<file path="src/rtl/core/ptd_pkg.sv">
// Shared types and constants for the periodic task dispatch table.
// Used by the channel interfaces, the engine, the top level and the checker.
`default_nettype none

package ptd_pkg;

    localparam int PTD_MAX_TASKS = 8;
    localparam int OP_W          = 3;
    localparam int ID_W          = 3;
    localparam int TIME_W        = 32;
    localparam int STATUS_W      = 2;
    localparam int COUNT_W       = 4;

    typedef enum logic [OP_W-1:0] {
        OP_ADD     = 3'd0,
        OP_REMOVE  = 3'd1,
        OP_SET_IVL = 3'd2,
        OP_ENABLE  = 3'd3,
        OP_DISABLE = 3'd4,
        OP_RUN     = 3'd5,
        OP_CLEAR   = 3'd6
    } ptd_op_t;

    typedef enum logic [STATUS_W-1:0] {
        ST_OK   = 2'd0,
        ST_BAD  = 2'd1,
        ST_FULL = 2'd2
    } ptd_status_t;

    typedef struct packed {
        logic              en;
        logic [TIME_W-1:0] period;
        logic [TIME_W-1:0] last_run;
    } ptd_entry_t;

    localparam int ENTRY_W = $bits(ptd_entry_t);

endpackage

`default_nettype wire

</file>
<file path="src/rtl/core/ptd_in_if.sv">
// Request channel: one operation transaction per handshake.
// Depends on ptd_pkg for field widths.
`default_nettype none

interface ptd_in_if;
    import ptd_pkg::*;

    logic                valid;
    logic                ready;
    logic [OP_W-1:0]     operation;
    logic [ID_W-1:0]     task_id;
    logic [TIME_W-1:0]   period_ms;
    logic [TIME_W-1:0]   now_ms;

    modport source (
        output valid, operation, task_id, period_ms, now_ms,
        input  ready
    );

    modport sink (
        input  valid, operation, task_id, period_ms, now_ms,
        output ready
    );
endinterface

`default_nettype wire

</file>
<file path="src/rtl/core/ptd_out_if.sv">
// Result channel: one result transaction per handshake.
// Depends on ptd_pkg for field widths.
`default_nettype none

interface ptd_out_if;
    import ptd_pkg::*;

    logic                valid;
    logic                ready;
    logic [STATUS_W-1:0] status;
    logic                fired;
    logic [ID_W-1:0]     fired_task;
    logic                last;
    logic [COUNT_W-1:0]  task_count;

    modport source (
        output valid, status, fired, fired_task, last, task_count,
        input  ready
    );

    modport sink (
        input  valid, status, fired, fired_task, last, task_count,
        output ready
    );
endinterface

`default_nettype wire

</file>
<file path="src/rtl/core/ptd_ram.sv">
// Generic single-port-write, single-port-read RAM with registered read data.
// No dependencies.
`default_nettype none

module ptd_ram #(
    parameter int WIDTH = 8,
    parameter int DEPTH = 8,
    parameter int AW    = (DEPTH > 1) ? $clog2(DEPTH) : 1
) (
    input  wire logic             clk,
    input  wire logic             we,
    input  wire logic [AW-1:0]    waddr,
    input  wire logic [WIDTH-1:0] wdata,
    input  wire logic [AW-1:0]    raddr,
    output logic      [WIDTH-1:0] rdata
);

    logic [WIDTH-1:0] mem_reg [DEPTH];
    logic [WIDTH-1:0] rdata_reg;

    always_ff @(posedge clk)
    begin
        if (we)
        begin
            mem_reg[waddr] <= wdata;
        end
        rdata_reg <= mem_reg[raddr];
    end

    assign rdata = rdata_reg;

endmodule

`default_nettype wire

</file>
<file path="src/rtl/core/ptd_engine.sv">
// Operation sequencer: decodes requests, walks the task table RAM and drives
// the registered result stage. Depends on ptd_pkg, ptd_in_if and ptd_out_if.
`default_nettype none

module ptd_engine #(
    parameter int MAX_TASKS = ptd_pkg::PTD_MAX_TASKS,
    parameter int IDX_W     = (MAX_TASKS > 1) ? $clog2(MAX_TASKS) : 1
) (
    input  wire logic               clk,
    input  wire logic               rst_n,
    ptd_in_if.sink                  req,
    ptd_out_if.source               rsp,
    output logic                    ram_we,
    output logic [IDX_W-1:0]        ram_waddr,
    output ptd_pkg::ptd_entry_t     ram_wdata,
    output logic [IDX_W-1:0]        ram_raddr,
    input  wire ptd_pkg::ptd_entry_t ram_rdata
);
    import ptd_pkg::*;

    localparam int CNT_W = $clog2(MAX_TASKS + 1);
    localparam int XW    = ((CNT_W > ID_W) ? CNT_W : ID_W) + 1;

    typedef enum logic [2:0] {
        S_IDLE,
        S_DISPATCH,
        S_MODIFY,
        S_SHIFT,
        S_SCAN,
        S_FINISH,
        S_FLUSH
    } state_t;

    state_t              state_reg,      state_next;
    logic [CNT_W-1:0]    cnt_reg,        cnt_next;
    logic [OP_W-1:0]     op_reg,         op_next;
    logic [ID_W-1:0]     id_reg,         id_next;
    logic [TIME_W-1:0]   ivl_reg,        ivl_next;
    logic [TIME_W-1:0]   now_reg,        now_next;
    logic [IDX_W-1:0]    idx_reg,        idx_next;
    ptd_status_t         status_reg,     status_next;
    logic                pend_valid_reg, pend_valid_next;
    logic [IDX_W-1:0]    pend_idx_reg,   pend_idx_next;
    logic                out_valid_reg,  out_valid_next;
    ptd_status_t         out_status_reg, out_status_next;
    logic                out_fired_reg,  out_fired_next;
    logic [ID_W-1:0]     out_task_reg,   out_task_next;
    logic                out_last_reg,   out_last_next;
    logic [COUNT_W-1:0]  out_count_reg,  out_count_next;

    logic                out_free;
    logic                id_ok;
    logic [XW-1:0]       id_x;
    logic [XW-1:0]       cnt_x;
    logic [XW-1:0]       idx_x;
    logic [CNT_W-1:0]    cnt_after;
    logic [TIME_W-1:0]   elapsed;
    logic                due;
    ptd_entry_t          entry;
    logic                emit;
    ptd_status_t         e_status;
    logic                e_fired;
    logic [IDX_W-1:0]    e_task;
    logic                e_last;

    assign req.ready      = (state_reg == S_IDLE);
    assign rsp.valid      = out_valid_reg;
    assign rsp.status     = out_status_reg;
    assign rsp.fired      = out_fired_reg;
    assign rsp.fired_task = out_task_reg;
    assign rsp.last       = out_last_reg;
    assign rsp.task_count = out_count_reg;

    assign out_free = !out_valid_reg || rsp.ready;
    assign id_x     = XW'(id_reg);
    assign cnt_x    = XW'(cnt_reg);
    assign idx_x    = XW'(idx_reg);
    assign id_ok    = (id_x < cnt_x);
    assign entry    = ram_rdata;
    assign elapsed  = now_reg - entry.last_run;
    assign due      = entry.en && (elapsed >= entry.period);

    always_comb
    begin
        cnt_after = cnt_reg;
        unique case (ptd_op_t'(op_reg))
            OP_ADD:
            begin
                if (status_reg == ST_OK)
                begin
                    cnt_after = CNT_W'(cnt_x + XW'(1));
                end
            end
            OP_REMOVE:
            begin
                if (status_reg == ST_OK)
                begin
                    cnt_after = CNT_W'(cnt_x - XW'(1));
                end
            end
            OP_CLEAR:
            begin
                cnt_after = '0;
            end
            default:
            begin
                cnt_after = cnt_reg;
            end
        endcase
    end

    always_comb
    begin
        state_next      = state_reg;
        cnt_next        = cnt_reg;
        op_next         = op_reg;
        id_next         = id_reg;
        ivl_next        = ivl_reg;
        now_next        = now_reg;
        idx_next        = idx_reg;
        status_next     = status_reg;
        pend_valid_next = pend_valid_reg;
        pend_idx_next   = pend_idx_reg;
        ram_we          = 1'b0;
        ram_waddr       = idx_reg;
        ram_wdata       = entry;
        ram_raddr       = idx_reg;
        emit            = 1'b0;
        e_status        = status_reg;
        e_fired         = 1'b0;
        e_task          = '0;
        e_last          = 1'b1;

        unique case (state_reg)
            S_IDLE:
            begin
                if (req.valid)
                begin
                    op_next    = req.operation;
                    id_next    = req.task_id;
                    ivl_next   = req.period_ms;
                    now_next   = req.now_ms;
                    state_next = S_DISPATCH;
                end
            end

            S_DISPATCH:
            begin
                status_next = ST_OK;
                state_next  = S_FINISH;
                unique case (ptd_op_t'(op_reg))
                    OP_ADD:
                    begin
                        if (ivl_reg == '0)
                        begin
                            status_next = ST_BAD;
                        end
                        else if (cnt_x >= XW'(MAX_TASKS))
                        begin
                            status_next = ST_FULL;
                        end
                        else
                        begin
                            ram_we             = 1'b1;
                            ram_waddr          = IDX_W'(cnt_reg);
                            ram_wdata.en       = 1'b1;
                            ram_wdata.period   = ivl_reg;
                            ram_wdata.last_run = now_reg;
                        end
                    end
                    OP_REMOVE:
                    begin
                        if (!id_ok)
                        begin
                            status_next = ST_BAD;
                        end
                        else if ((id_x + XW'(1)) < cnt_x)
                        begin
                            idx_next   = IDX_W'(id_reg);
                            ram_raddr  = IDX_W'(id_x + XW'(1));
                            state_next = S_SHIFT;
                        end
                    end
                    OP_SET_IVL, OP_ENABLE, OP_DISABLE:
                    begin
                        if (!id_ok)
                        begin
                            status_next = ST_BAD;
                        end
                        else
                        begin
                            ram_raddr  = IDX_W'(id_reg);
                            state_next = S_MODIFY;
                        end
                    end
                    OP_RUN:
                    begin
                        pend_valid_next = 1'b0;
                        if (cnt_reg == '0)
                        begin
                            state_next = S_FLUSH;
                        end
                        else
                        begin
                            idx_next   = '0;
                            ram_raddr  = '0;
                            state_next = S_SCAN;
                        end
                    end
                    OP_CLEAR:
                    begin
                        status_next = ST_OK;
                    end
                    default:
                    begin
                        status_next = ST_BAD;
                    end
                endcase
            end

            S_MODIFY:
            begin
                ram_we    = 1'b1;
                ram_waddr = IDX_W'(id_reg);
                unique case (ptd_op_t'(op_reg))
                    OP_SET_IVL:
                    begin
                        ram_wdata.period = ivl_reg;
                    end
                    OP_ENABLE:
                    begin
                        ram_wdata.en       = 1'b1;
                        ram_wdata.last_run = now_reg;
                    end
                    default:
                    begin
                        ram_wdata.en = 1'b0;
                    end
                endcase
                state_next = S_FINISH;
            end

            S_SHIFT:
            begin
                ram_we    = 1'b1;
                ram_waddr = idx_reg;
                if ((idx_x + XW'(2)) < cnt_x)
                begin
                    idx_next  = IDX_W'(idx_x + XW'(1));
                    ram_raddr = IDX_W'(idx_x + XW'(2));
                end
                else
                begin
                    state_next = S_FINISH;
                end
            end

            S_SCAN:
            begin
                if (!(due && pend_valid_reg && !out_free))
                begin
                    if (due)
                    begin
                        ram_we             = 1'b1;
                        ram_waddr          = idx_reg;
                        ram_wdata.last_run = now_reg;
                        emit               = pend_valid_reg;
                        e_status           = ST_OK;
                        e_fired            = 1'b1;
                        e_task             = pend_idx_reg;
                        e_last             = 1'b0;
                        pend_valid_next    = 1'b1;
                        pend_idx_next      = idx_reg;
                    end
                    if ((idx_x + XW'(1)) < cnt_x)
                    begin
                        idx_next  = IDX_W'(idx_x + XW'(1));
                        ram_raddr = IDX_W'(idx_x + XW'(1));
                    end
                    else
                    begin
                        state_next = S_FLUSH;
                    end
                end
            end

            S_FINISH:
            begin
                if (out_free)
                begin
                    emit       = 1'b1;
                    cnt_next   = cnt_after;
                    state_next = S_IDLE;
                end
            end

            S_FLUSH:
            begin
                if (out_free)
                begin
                    emit       = 1'b1;
                    e_status   = ST_OK;
                    e_fired    = pend_valid_reg;
                    e_task     = pend_valid_reg ? pend_idx_reg : '0;
                    state_next = S_IDLE;
                end
            end

            default:
            begin
                state_next = S_IDLE;
            end
        endcase
    end

    always_comb
    begin
        out_valid_next  = out_valid_reg;
        out_status_next = out_status_reg;
        out_fired_next  = out_fired_reg;
        out_task_next   = out_task_reg;
        out_last_next   = out_last_reg;
        out_count_next  = out_count_reg;
        if (emit)
        begin
            out_valid_next  = 1'b1;
            out_status_next = e_status;
            out_fired_next  = e_fired;
            out_task_next   = ID_W'(e_task);
            out_last_next   = e_last;
            out_count_next  = COUNT_W'(cnt_after);
        end
        else if (rsp.ready)
        begin
            out_valid_next = 1'b0;
        end
    end

    always_ff @(posedge clk or negedge rst_n)
    begin
        if (!rst_n)
        begin
            state_reg      <= S_IDLE;
            cnt_reg        <= '0;
            op_reg         <= '0;
            id_reg         <= '0;
            ivl_reg        <= '0;
            now_reg        <= '0;
            idx_reg        <= '0;
            status_reg     <= ST_OK;
            pend_valid_reg <= 1'b0;
            pend_idx_reg   <= '0;
            out_valid_reg  <= 1'b0;
            out_status_reg <= ST_OK;
            out_fired_reg  <= 1'b0;
            out_task_reg   <= '0;
            out_last_reg   <= 1'b0;
            out_count_reg  <= '0;
        end
        else
        begin
            state_reg      <= state_next;
            cnt_reg        <= cnt_next;
            op_reg         <= op_next;
            id_reg         <= id_next;
            ivl_reg        <= ivl_next;
            now_reg        <= now_next;
            idx_reg        <= idx_next;
            status_reg     <= status_next;
            pend_valid_reg <= pend_valid_next;
            pend_idx_reg   <= pend_idx_next;
            out_valid_reg  <= out_valid_next;
            out_status_reg <= out_status_next;
            out_fired_reg  <= out_fired_next;
            out_task_reg   <= out_task_next;
            out_last_reg   <= out_last_next;
            out_count_reg  <= out_count_next;
        end
    end

endmodule

`default_nettype wire

</file>
<file path="src/rtl/core/periodic_task_dispatch_table_core.sv">
// Periodic task dispatch table (interval timer task scheduler).
// Channels: req carries one operation per transaction (add, remove, set
// interval, enable, disable, run, clear) with task_id, period_ms, now_ms.
// rsp carries result transactions: status, fired, fired_task, last and the
// task count after the operation. Every operation gives one result with
// last set, except run, which gives one result per due task (last on the
// final one) or a single non-fired result when nothing is due.
// Add, clear and rejected operations go from dispatch straight to the
// finish state; set interval, enable and disable pass a modify state
// first; remove moves each later entry down one place; run reads every
// table entry in turn. The engine walks the single read port of the task
// table RAM one entry a cycle, except while a due task waits on rsp.
// One request is in flight at a time; req.ready is high while idle, also
// while the last result still waits in the output register.
// Reset empties the table (count zero) and clears the output register.
// When rsp stalls, the engine holds its scan at a due task until the
// output register frees, and no result is dropped. Depends on ptd_pkg,
// ptd_in_if, ptd_out_if, ptd_ram and ptd_engine.
`default_nettype none

module periodic_task_dispatch_table_core #(
    parameter int MAX_TASKS = ptd_pkg::PTD_MAX_TASKS
) (
    input  wire logic clk,
    input  wire logic rst_n,
    ptd_in_if.sink    req,
    ptd_out_if.source rsp
);
    import ptd_pkg::*;

    localparam int IDX_W = (MAX_TASKS > 1) ? $clog2(MAX_TASKS) : 1;

    logic                ram_we;
    logic [IDX_W-1:0]    ram_waddr;
    ptd_entry_t          ram_wdata;
    logic [IDX_W-1:0]    ram_raddr;
    logic [ENTRY_W-1:0]  ram_rdata;

    ptd_engine #(
        .MAX_TASKS (MAX_TASKS),
        .IDX_W     (IDX_W)
    ) u_engine (
        .clk       (clk),
        .rst_n     (rst_n),
        .req       (req),
        .rsp       (rsp),
        .ram_we    (ram_we),
        .ram_waddr (ram_waddr),
        .ram_wdata (ram_wdata),
        .ram_raddr (ram_raddr),
        .ram_rdata (ptd_entry_t'(ram_rdata))
    );

    ptd_ram #(
        .WIDTH (ENTRY_W),
        .DEPTH (MAX_TASKS),
        .AW    (IDX_W)
    ) u_table (
        .clk   (clk),
        .we    (ram_we),
        .waddr (ram_waddr),
        .wdata (ENTRY_W'(ram_wdata)),
        .raddr (ram_raddr),
        .rdata (ram_rdata)
    );

endmodule

`default_nettype wire

</file>
<file path="src/flat_wrapper.sv">
// flat-port wrapper written by rule: the top's interface ports become plain ports
module periodic_task_dispatch_table_core_flat import ptd_pkg::*;
#(
    parameter int MAX_TASKS = ptd_pkg::PTD_MAX_TASKS
)
  (clk, rst_n, req_valid, req_operation, req_task_id, req_period_ms, req_now_ms, req_ready, rsp_valid, rsp_status, rsp_fired, rsp_fired_task, rsp_last, rsp_task_count, rsp_ready);
  ptd_in_if req_i ();
  ptd_out_if rsp_i ();
  input  wire logic clk;
  input  wire logic rst_n;
  input wire logic [$bits(req_i.valid)-1:0] req_valid;
  input wire logic [$bits(req_i.operation)-1:0] req_operation;
  input wire logic [$bits(req_i.task_id)-1:0] req_task_id;
  input wire logic [$bits(req_i.period_ms)-1:0] req_period_ms;
  input wire logic [$bits(req_i.now_ms)-1:0] req_now_ms;
  output wire logic [$bits(req_i.ready)-1:0] req_ready;
  output wire logic [$bits(rsp_i.valid)-1:0] rsp_valid;
  output wire logic [$bits(rsp_i.status)-1:0] rsp_status;
  output wire logic [$bits(rsp_i.fired)-1:0] rsp_fired;
  output wire logic [$bits(rsp_i.fired_task)-1:0] rsp_fired_task;
  output wire logic [$bits(rsp_i.last)-1:0] rsp_last;
  output wire logic [$bits(rsp_i.task_count)-1:0] rsp_task_count;
  input wire logic [$bits(rsp_i.ready)-1:0] rsp_ready;
  assign req_i.valid = req_valid;
  assign req_i.operation = req_operation;
  assign req_i.task_id = req_task_id;
  assign req_i.period_ms = req_period_ms;
  assign req_i.now_ms = req_now_ms;
  assign req_ready = req_i.ready;
  assign rsp_valid = rsp_i.valid;
  assign rsp_status = rsp_i.status;
  assign rsp_fired = rsp_i.fired;
  assign rsp_fired_task = rsp_i.fired_task;
  assign rsp_last = rsp_i.last;
  assign rsp_task_count = rsp_i.task_count;
  assign rsp_i.ready = rsp_ready;
  periodic_task_dispatch_table_core #(.MAX_TASKS(MAX_TASKS)) u_core (.clk(clk), .rst_n(rst_n), .req(req_i), .rsp(rsp_i));
endmodule
</file>
<file path="config.mk">
export PLATFORM = sky130hd
export DESIGN_NAME = periodic_task_dispatch_table_core_flat
export DESIGN_NICKNAME = d
export VERILOG_FILES = /design/src/rtl/core/ptd_pkg.sv /design/src/rtl/core/ptd_in_if.sv /design/src/rtl/core/ptd_out_if.sv /design/src/rtl/core/ptd_ram.sv /design/src/rtl/core/ptd_engine.sv /design/src/rtl/core/periodic_task_dispatch_table_core.sv /design/src/flat_wrapper.sv
export SDC_FILE = /design/constraint.sdc
export NUM_CORES = 1
export LEC_CHECK = 0
export ABC_AREA = 1
export BUFFER_PORTS_ARGS = -buffer_cell sky130_fd_sc_hd__buf_2
export CORE_ASPECT_RATIO = 1.2
export CORE_MARGIN = 1
export CORE_UTILIZATION = 40
export DETAILED_ROUTE_END_ITERATION = 6
export SLEW_MARGIN = 20
export SYNTH_ARGS = -nofsm -noshare
export SYNTH_HDL_FRONTEND = slang
export SYNTH_SLANG_ARGS = --single-unit
export TNS_END_PERCENT = 20
</file>
<file path="constraint.sdc">
create_clock -name clk -period 6.5 [get_ports clk]
set_input_delay 0.65 -clock clk [delete_from_list [all_inputs] [get_ports clk]]
set_output_delay 0.65 -clock clk [all_outputs]
set_load 0.05 [all_outputs]
</file>
## After elaboration in Yosys (flattened, before gate mapping)

Memory sizes are Yosys's and may differ from the RTL's. A register that Yosys moved wholly into a read port is not among the register bits.
Cells that the tools add are included.

- Add/sub/neg operators: 6
- Magnitude comparators: 6
- Equality and inequality tests: 23
- Multiplexer cells: 78
- Bitwise operators: 1
- Reduce and logical (&&, ||, !) cells: 25

Operators with widths:

| operator | number |
|---|---|
| 65-bit 2-to-1 mux | 3 |
| 32-bit 2-to-1 mux | 4 |
| 32-bit case mux with 3 select lines | 1 |
| 3-bit 2-to-1 mux | 25 |
| 33-bit case mux with 2 select lines | 1 |
| 3-bit case mux with 3 select lines | 4 |
| 32-bit >= comparator | 1 |
| 32-bit zero test | 1 |
| 32-bit subtractor | 1 |
| 1-bit 2-to-1 mux | 20 |
| 3-bit equality test, second input constant | 6 |
| 3-bit case mux with 2 select lines | 3 |
| 3-bit case mux with 6 select lines | 1 |
| 5-bit by 4-bit less-than comparator with 1-bit output | 3 |
| 3-bit by 2-bit equality test with 1-bit output, second input constant | 4 |
| 2-bit 2-to-1 mux | 6 |
| 2-bit != test, second input constant | 6 |
| 4-bit case mux with 3 select lines | 1 |
| 5-bit AND reduction | 2 |
| 3-bit by 1-bit adder with 4-bit output, second input constant | 2 |
| 4-bit 2-to-1 mux | 2 |
| 1-bit case mux with 2 select lines | 4 |
| 3-bit by 1-bit equality test with 1-bit output, second input constant | 2 |
| 3-bit zero test | 2 |
| 25 further kinds | 34 |

- Bits in registers: 98
- RAM bits: 520
- Input port bits: 74
- Output and inout port bits: 13
- Word-level logic and storage cells: 156
- Memories: 1

Memories:

| name | depth | bits a word | rd ports | clocked after Yosys merged registers in | write ports | line | RTL |
|---|---|---|---|---|---|---|---|
| u_core.u_table.mem_reg | 8 | 65 | 1 | 1 | 1 | ptd_ram.sv:18 | `logic [WIDTH-1:0] mem_reg [DEPTH];` |

## Depth between registers and ports, before layout

Gate-level depths: netlist of run 1.

- Word-level depth: 9
- Mapped depth: 32
- Mapped depth without buffers: 30

## By module

A second synthesis of run 1 with hierarchy kept.

- Cell total of the unflattened synthesis: 3719
- Area total of the unflattened synthesis: 33359.5 µm²

Modules (own cells, without submodules):

| module | instances | cells each | area each (µm²) | seq. area each (µm²) |
|---|---|---|---|---|
| ptd_ram | 1 | 2330 | 23959.2 | 16916.2 |
| ptd_engine | 1 | 1389 | 9400.3 | 2452.4 |

## Worst setup path after synthesis of run 1

No wires, ideal clock.

- Path kind: register -> register
- From: register u_core.u_engine.now_reg[0]
- To: memory u_core.u_table.mem_reg[0][0] (netlist name) (enable)
- Library setup time: 0.489 ns
- Data arrival time: 6.420 ns
- Required time: 6.011 ns
- Setup slack: -0.408 ns
- Cell stages (with the launch flop): 27
- Path buffers: 0
- Clock period less this slack: 6.908 ns
- Cell sequence: dfrtp_1 > inv_1 > ha_1 > inv_1 > fa_1 > a21oi_1 > o21ai_0 > a21oi_1 > inv_1 > nand2_1 > nand2_1 > a21oi_1 > o21ai_0 > xor2_1 > ha_1 > nand2_1 > nor2_1 > nand2_1 > a21oi_1 > nor2_1 > nand2_1 > nand2_1 > nor2_1 > nand2_1 > nand3_1 > o2111ai_1 > nor2_1

- Longest elaborated chain between the ends: 9
- Elaborated cells between the ends (all ways): 10
- Those cells by class: 1 x add/sub; 1 x order compare; 5 x mux; 3 x reduce/logical

Ends and longest elaborated chain:

| element | line | RTL |
|---|---|---|
| start: declaration | ptd_engine.sv:39 | `logic [TIME_W-1:0] now_reg, now_next;` |
| start signal: assignment | ptd_engine.sv:367 | `now_reg <= now_next;` |
| 32-bit subtractor * | ptd_engine.sv:80 | `assign elapsed = now_reg - entry.last_run;` |
| 32-bit >= comparator * | ptd_engine.sv:81 | `assign due = entry.en && (elapsed >= entry.period);` |
| 1-bit logical AND * | ptd_engine.sv:81 |  |
| 1-bit logical AND (2 in a row) | ptd_engine.sv:260 | `if (!(due && pend_valid_reg && !out_free))` |
| 1-bit 2-to-1 mux * | ptd_engine.sv:260 |  |
| 1-bit case mux with 3 select lines * | ptd_engine.sv:134 | `unique case (state_reg)` |
| 1-bit 2-to-1 mux * | ptd_ram.sv:23 | `if (we)` |
| 1-bit 2-to-1 mux (not written as such) * | ptd_ram.sv:25 | `mem_reg[waddr] <= wdata;` |
| end: declaration | ptd_ram.sv:18 |  |

Every way passes the cells marked *; elsewhere a longest branch is shown, timed or not.

## Worst setup path after layout of run 1

- From: register u_core.u_engine.now_reg[2]
- To: memory u_core.u_table.mem_reg[4][39] (netlist name) (enable)

The elaborated chain is that of the path after synthesis.

==> results of run 1 <==
## cells in the final DEF (no fill, tap or decap), drive strengths merged, types with 8 or more instances in the layout
master / n
a31oi: 8
inv: 224
nor4: 8
dfxtp: 65
nand4: 12
o21ai: 136
nor2: 147
xor2: 25
clkinv: 22
nand3: 715
buf: 126
dfrtp: 98
edfxtp: 520
o221ai: 36
nand2: 525
clkbuf: 94
nor3: 12
xnor2: 13
ha: 79
a21oi: 193
## logic make-up (layout without fill, tap and decap cells)
family	Yosys count	after routing	synth area share (%)
compound gates	409	409	7.47
fa+ha+maj	80	80	3.26
flops	683	683	62.5
simple gates	1420	1420	20.4
xor+xnor	38	38	1.07
buf+inv	396	474	5.24
## critical path: cells and delay by family (launching register included)
kind	cells	cell delay [ps]
adders and majority gates	2	680
DFF	1	390
xor gates and xnor gates	1	100
AOI/OAI and AO/OA	7	1660
buffers and inverters	1	560
and+or+nand+nor	14	2020
## area by class of cell
type | count | area [um2]
well taps | 1017 | 1270
clock inverters | 34 | 282
fillers | 7053 | 41700
inverters | 220 | 826
clock buffers | 94 | 1970
multi-input cells | 1947 | 10100
repair buffers | 126 | 958
flip-flops and latches | 683 | 19400
## metrics by stage
stage | setup TNS (ps) | cells | worst slack (ps)
2_1_floorplan | -188480 | 3026 | -408
4_1_cts | 0 | 4121 | 704
3_5_place_dp | 0 | 3993 | 706
3_3_place_gp | 0 | 3993 | 897
6_report | 0 | 4121 | 698
5_1_grt | 0 | 4121 | 149
## per-layer routing
| metal | routed length [um] | vias up | part of all wire [%] | track usage [%] |
|---|---|---|---|---|
| met5 | 0 | - | 0 | 0 |
| met4 | 2690 | 0 | 3.1 | 8.62 |
| met3 | 4920 | 127 | 5.7 | 2.32 |
| met2 | 41900 | 743 | 49 | 37.2 |
| met1 | 36700 | 11000 | 43 | 28.7 |
| li1 | - | 10700 | - | - |
## worst paths after layout
path,endpoint,cells after the start,slack [ps],from
max,u_core.u_table.mem_reg[4][39],25,700,u_core.u_engine.now_reg[2]
min,u_core.u_engine.rsp.status[0],1,120,rst_n
max reg2reg,u_core.u_table.mem_reg[4][39],25,700,u_core.u_engine.now_reg[2]
min reg2reg,u_core.u_engine.rsp.fired_task[1],2,470,u_core.u_engine.rsp.fired_task[1]
max in group asynchronous,u_core.u_engine.now_reg[19],2,5120,rst_n
min in group clk,u_core.u_engine.ivl_reg[7],3,280,req_period_ms[7]
==> impl_metrics.env, run 1 <==
export IMPL_place_congestion=0.917
export IMPL_critPathKind="register to register"
export IMPL_finalCritPeriodShare_pct=89.3
export IMPL_crit_top_cell="nand2_1"
export IMPL_drv_cap=0
export IMPL_syn_area_mm2=0.0310
export IMPL_cts_resized=0
export IMPL_track_usage_pct=21.9
export IMPL_synth_edff_count=520
export IMPL_num_vias=22600
export IMPL_worstPathRequired_ps=6740
export IMPL_initial_core_util_pct=40.5
export IMPL_synth_seq_cells=683
export IMPL_synth_common_cells="nand3_1, nand2_1, edfxtp_1, inv_1, a21oi_1"
export IMPL_clk_latency_ps=620
export IMPL_timing_fmax_mhz=172
export IMPL_htree_levels=3
export IMPL_n_antenna_cell=0
export IMPL_cts_buffers=69
export IMPL_hold_path_class="input port to async pin"
export IMPL_syn2layout_area_growth_pct=12.4
export IMPL_drive_above_1_share_pct=8.96
export IMPL_drtIter0Drc=2144
export IMPL_yosysWarnings=0
export IMPL_postSynthNetCount=3180
export IMPL_postLayoutCoreUtil_pct=45.5
export IMPL_min_period_ps=5800
export IMPL_largest_reg_flops=520
export IMPL_yosys_top_cells_area="edfxtp_1, nand3_1, dfrtp_1"
export IMPL_coreArea_mm2=0.0765
export IMPL_tightest_slew_ps=1100
export IMPL_hpwl_um=49300
export IMPL_drc_errors=0
export IMPL_synth_cell_type_count=45
export IMPL_grt_pass1_vias=21900
export IMPL_report_final_slew_viol_count=0
export IMPL_dieArea_mm2=0.0786
export IMPL_final_antenna_net_count=0
export IMPL_clockBufferDepth=3
export IMPL_antenna_found_initial=0
export IMPL_cts_post_setup_buffers_inserted=0
export IMPL_critPathLaunchType="register"
export IMPL_seq_area_frac_synth_pct=62.5
export IMPL_end_kind="register"
export IMPL_setup_viol=0
export IMPL_synth_avg_cell_area_um2=10.2
export IMPL_fin_nets=3201
export IMPL_cp_slowest_stage_delay_ps=560
export IMPL_relSlewSlack_pct=25.6
export IMPL_synth_async_reset_ratio_pct=14.3
export IMPL_first_pass_iters=5
export IMPL_routedWlPerCell_um=20.9
export IMPL_synth_top_area_cell="edfxtp_1"
export IMPL_outcome="complete, no violations"
export IMPL_routed_wirelength_um=86200
export IMPL_cts_tree="yes"
export IMPL_hold_buffers=0
export IMPL_cts_sinks=683
export IMPL_synth_most_common_cell="nand3_1"
export IMPL_viasPerCell=5.49
export IMPL_root_buffer="clkbuf_16"
export IMPL_die_x_um=256
export IMPL_port_buffers=86
export IMPL_grt_first_pass_wirelength_um=132000
export IMPL_slowest_stage="buf_4"
export IMPL_rsz0062_at_grt="false"
export IMPL_row_count=111
export IMPL_netlist_area_leader_share_pct=50.4
export IMPL_grt_max_degree=199
export IMPL_hold_ws_ps=121
export IMPL_synth_flop_cell="edfxtp_1"
export IMPL_io_pins=87
export IMPL_skew_ps=29.3
export IMPL_final_area_mm2=0.0348
export IMPL_synthCells=3026
export IMPL_cp_data_arrival_time_ps=6040
export IMPL_grt_remaining_overflow=0
export IMPL_fp_dieH_um=307
export IMPL_cts_clk_slew_worst_paths_ps=60
export IMPL_cp_max_fo=37
export IMPL_finalHoldViolations=0
export IMPL_placed_area_mm2=0.0326
Power of run 1 is not shown: default switching activity piles up to over one toggle a cycle in this logic, so the estimate is an artifact.
==> inputs of run 2 (changes only) <==
- REMOVE_ABC_BUFFERS: unset -> 1
==> run 2 against run 1 <==
  * The flow now finishes with violations (design-rule violations)
  * Core utilization up 0.28 points
  * Cell area is 0.61% higher
  * Routed wire length fell by 0.78%
  * Clock-buffer cell count up 8
  * Critical path type unchanged
  * Largest cell class unchanged
==> impl_metrics.env, run 2 (same netlist as run 1, synthesis figures left out) <==
export IMPL_tightest_slew_ps=1010
export IMPL_cts_clk_slew_worst_paths_ps=60
export IMPL_n_antenna_cell=0
export IMPL_outcome="complete, but fails checks"
export IMPL_clockBufferDepth=3
export IMPL_grt_remaining_overflow=0
export IMPL_hpwl_um=48300
export IMPL_initial_core_util_pct=40.5
export IMPL_row_count=111
export IMPL_slowest_stage="o2111ai_1"
export IMPL_worstPathRequired_ps=6750
export IMPL_path_cells="inv_1 -> ha_1 -> inv_1 -> fa_1 -> a21oi_1 -> o21ai_0 -> a21boi_0 -> o21ai_0 -> a21boi_0 -> o21bai_1 -> xor2_1 -> ha_1 -> nand4_1 -> a21oi_1 -> nor2_1 -> nand2_1 -> nand2_1 -> nor2_1 -> nand2_1 -> nand3_1 -> o2111ai_1 -> nor2_4 -> buf_4"
export IMPL_drtIter0Drc=2025
export IMPL_cp_slowest_stage_delay_ps=440
export IMPL_cp_data_arrival_time_ps=6200
export IMPL_violations="design-rule violations"
export IMPL_io_pins=87
export IMPL_cts_sinks=683
export IMPL_htree_levels=3
export IMPL_grt_first_pass_wirelength_um=130000
export IMPL_fp_dieH_um=307
export IMPL_final_antenna_net_count=0
export IMPL_setup_viol=0
export IMPL_hold_path_class="input port to async pin"
export IMPL_hold_buffers=0
export IMPL_coreArea_mm2=0.0765
export IMPL_finalHoldViolations=0
export IMPL_fin_nets=3207
export IMPL_cp_max_fo=25
export IMPL_routed_wirelength_um=85500
export IMPL_antenna_found_initial=0
export IMPL_end_kind="register"
export IMPL_viasPerCell=5.52
export IMPL_mostFrequentLayoutCell="nand3_1"
export IMPL_track_usage_pct=21.5
export IMPL_routedWlPerCell_um=20.7
export IMPL_cts_tree="yes"
export IMPL_place_congestion=0.885
export IMPL_clk_latency_ps=620
export IMPL_skew_ps=21.2
export IMPL_largest_reg_flops=520
export IMPL_dieArea_mm2=0.0786
export IMPL_relSlewSlack_pct=31.9
export IMPL_first_pass_iters=7
export IMPL_min_period_ps=5950
export IMPL_cts_buffers=72
export IMPL_finalCritPeriodShare_pct=91.5
export IMPL_timing_fmax_mhz=168
export IMPL_drive_above_1_share_pct=9.23
export IMPL_root_buffer="clkbuf_16"
export IMPL_syn2layout_area_growth_pct=13.1
export IMPL_grt_max_degree=157
export IMPL_port_buffers=86
export IMPL_critPathLaunchType="register"
export IMPL_postLayoutCoreUtil_pct=45.8
export IMPL_crit_top_cell="nand2_1"
export IMPL_layout_common_cells="nand3_1, nand2_1, edfxtp_1"
export IMPL_critPathKind="register to register"
export IMPL_die_x_um=256
export IMPL_num_vias=22800
export IMPL_drv_cap=0
export IMPL_report_final_slew_viol_count=0
export IMPL_drc_errors=3
export IMPL_rsz0062_at_grt="false"
export IMPL_grt_pass1_vias=21800
[run 2: through the flow]
stage               std cells  hold WS (ps)  instance area [um2]  worst slack (ps)  setup TNS [ps]
floorplan                2850           354                30200              -852         -421260
global placement         3993           455                32600               544               0
detailed placement       3993           458                32600               421               0
CTS                      4125          90.0                35000               410               0
global route             4128           118                35000              77.2               0
finish                   4128          81.1                35000               551               0
[run 2: critical path: cells and delay by family, from the launching register on]
| kind | cells | cell delay [ps] |
|---|---|---|
| buf+inv | 3 | 590 |
| compound gates | 8 | 2140 |
| fa+ha+maj | 3 | 860 |
| flops | 1 | 370 |
| simple gates | 8 | 1410 |
| xor+xnor | 1 | 170 |
[run 2: area by class of cell]
class | count | area, um2
clock buffers | 102 | 2090
clock inverters | 30 | 347
fillers | 7121 | 41500
inverters | 220 | 826
multi-input cells | 1947 | 10100
flip-flops and latches | 683 | 19400
well taps | 1017 | 1270
repair buffers | 129 | 981
[run 2: timing repair]
item	4_1_cts	5_1_grt
setup endpoints to repair	0	55
buffers inserted	0	3
gates resized for setup	0	0
[run 2: routing by layer]
metal	track usage, %	vias up	wire length (um)	part of all wire [%]
li1	-	10800	-	-
met1	27.7	11200	36500	43
met2	37.3	692	42500	50
met3	2.52	133	4160	4.9
met4	7.76	0	2360	2.8
met5	0	-	0	0
[run 2: final timing paths]
kind                                               startpoint                            end  slack (ps)  depth (start not counted)
max in group asynchronous                               rst_n    u_core.u_engine.now_reg[31]        5180                          2
worst min-delay path                                    rst_n    u_core.u_engine.ivl_reg[18]          80                          1
worst max register to register     u_core.u_engine.now_reg[0]   u_core.u_table.mem_reg[6][0]         550                         23
worst max-delay path               u_core.u_engine.now_reg[0]   u_core.u_table.mem_reg[6][0]         550                         23
min in group clk                               req_task_id[1]      u_core.u_engine.id_reg[1]         280                          3
worst min register to register  u_core.u_engine.rsp.status[0]  u_core.u_engine.rsp.status[0]         470                          2
Power of run 2 is left out for the same reason.
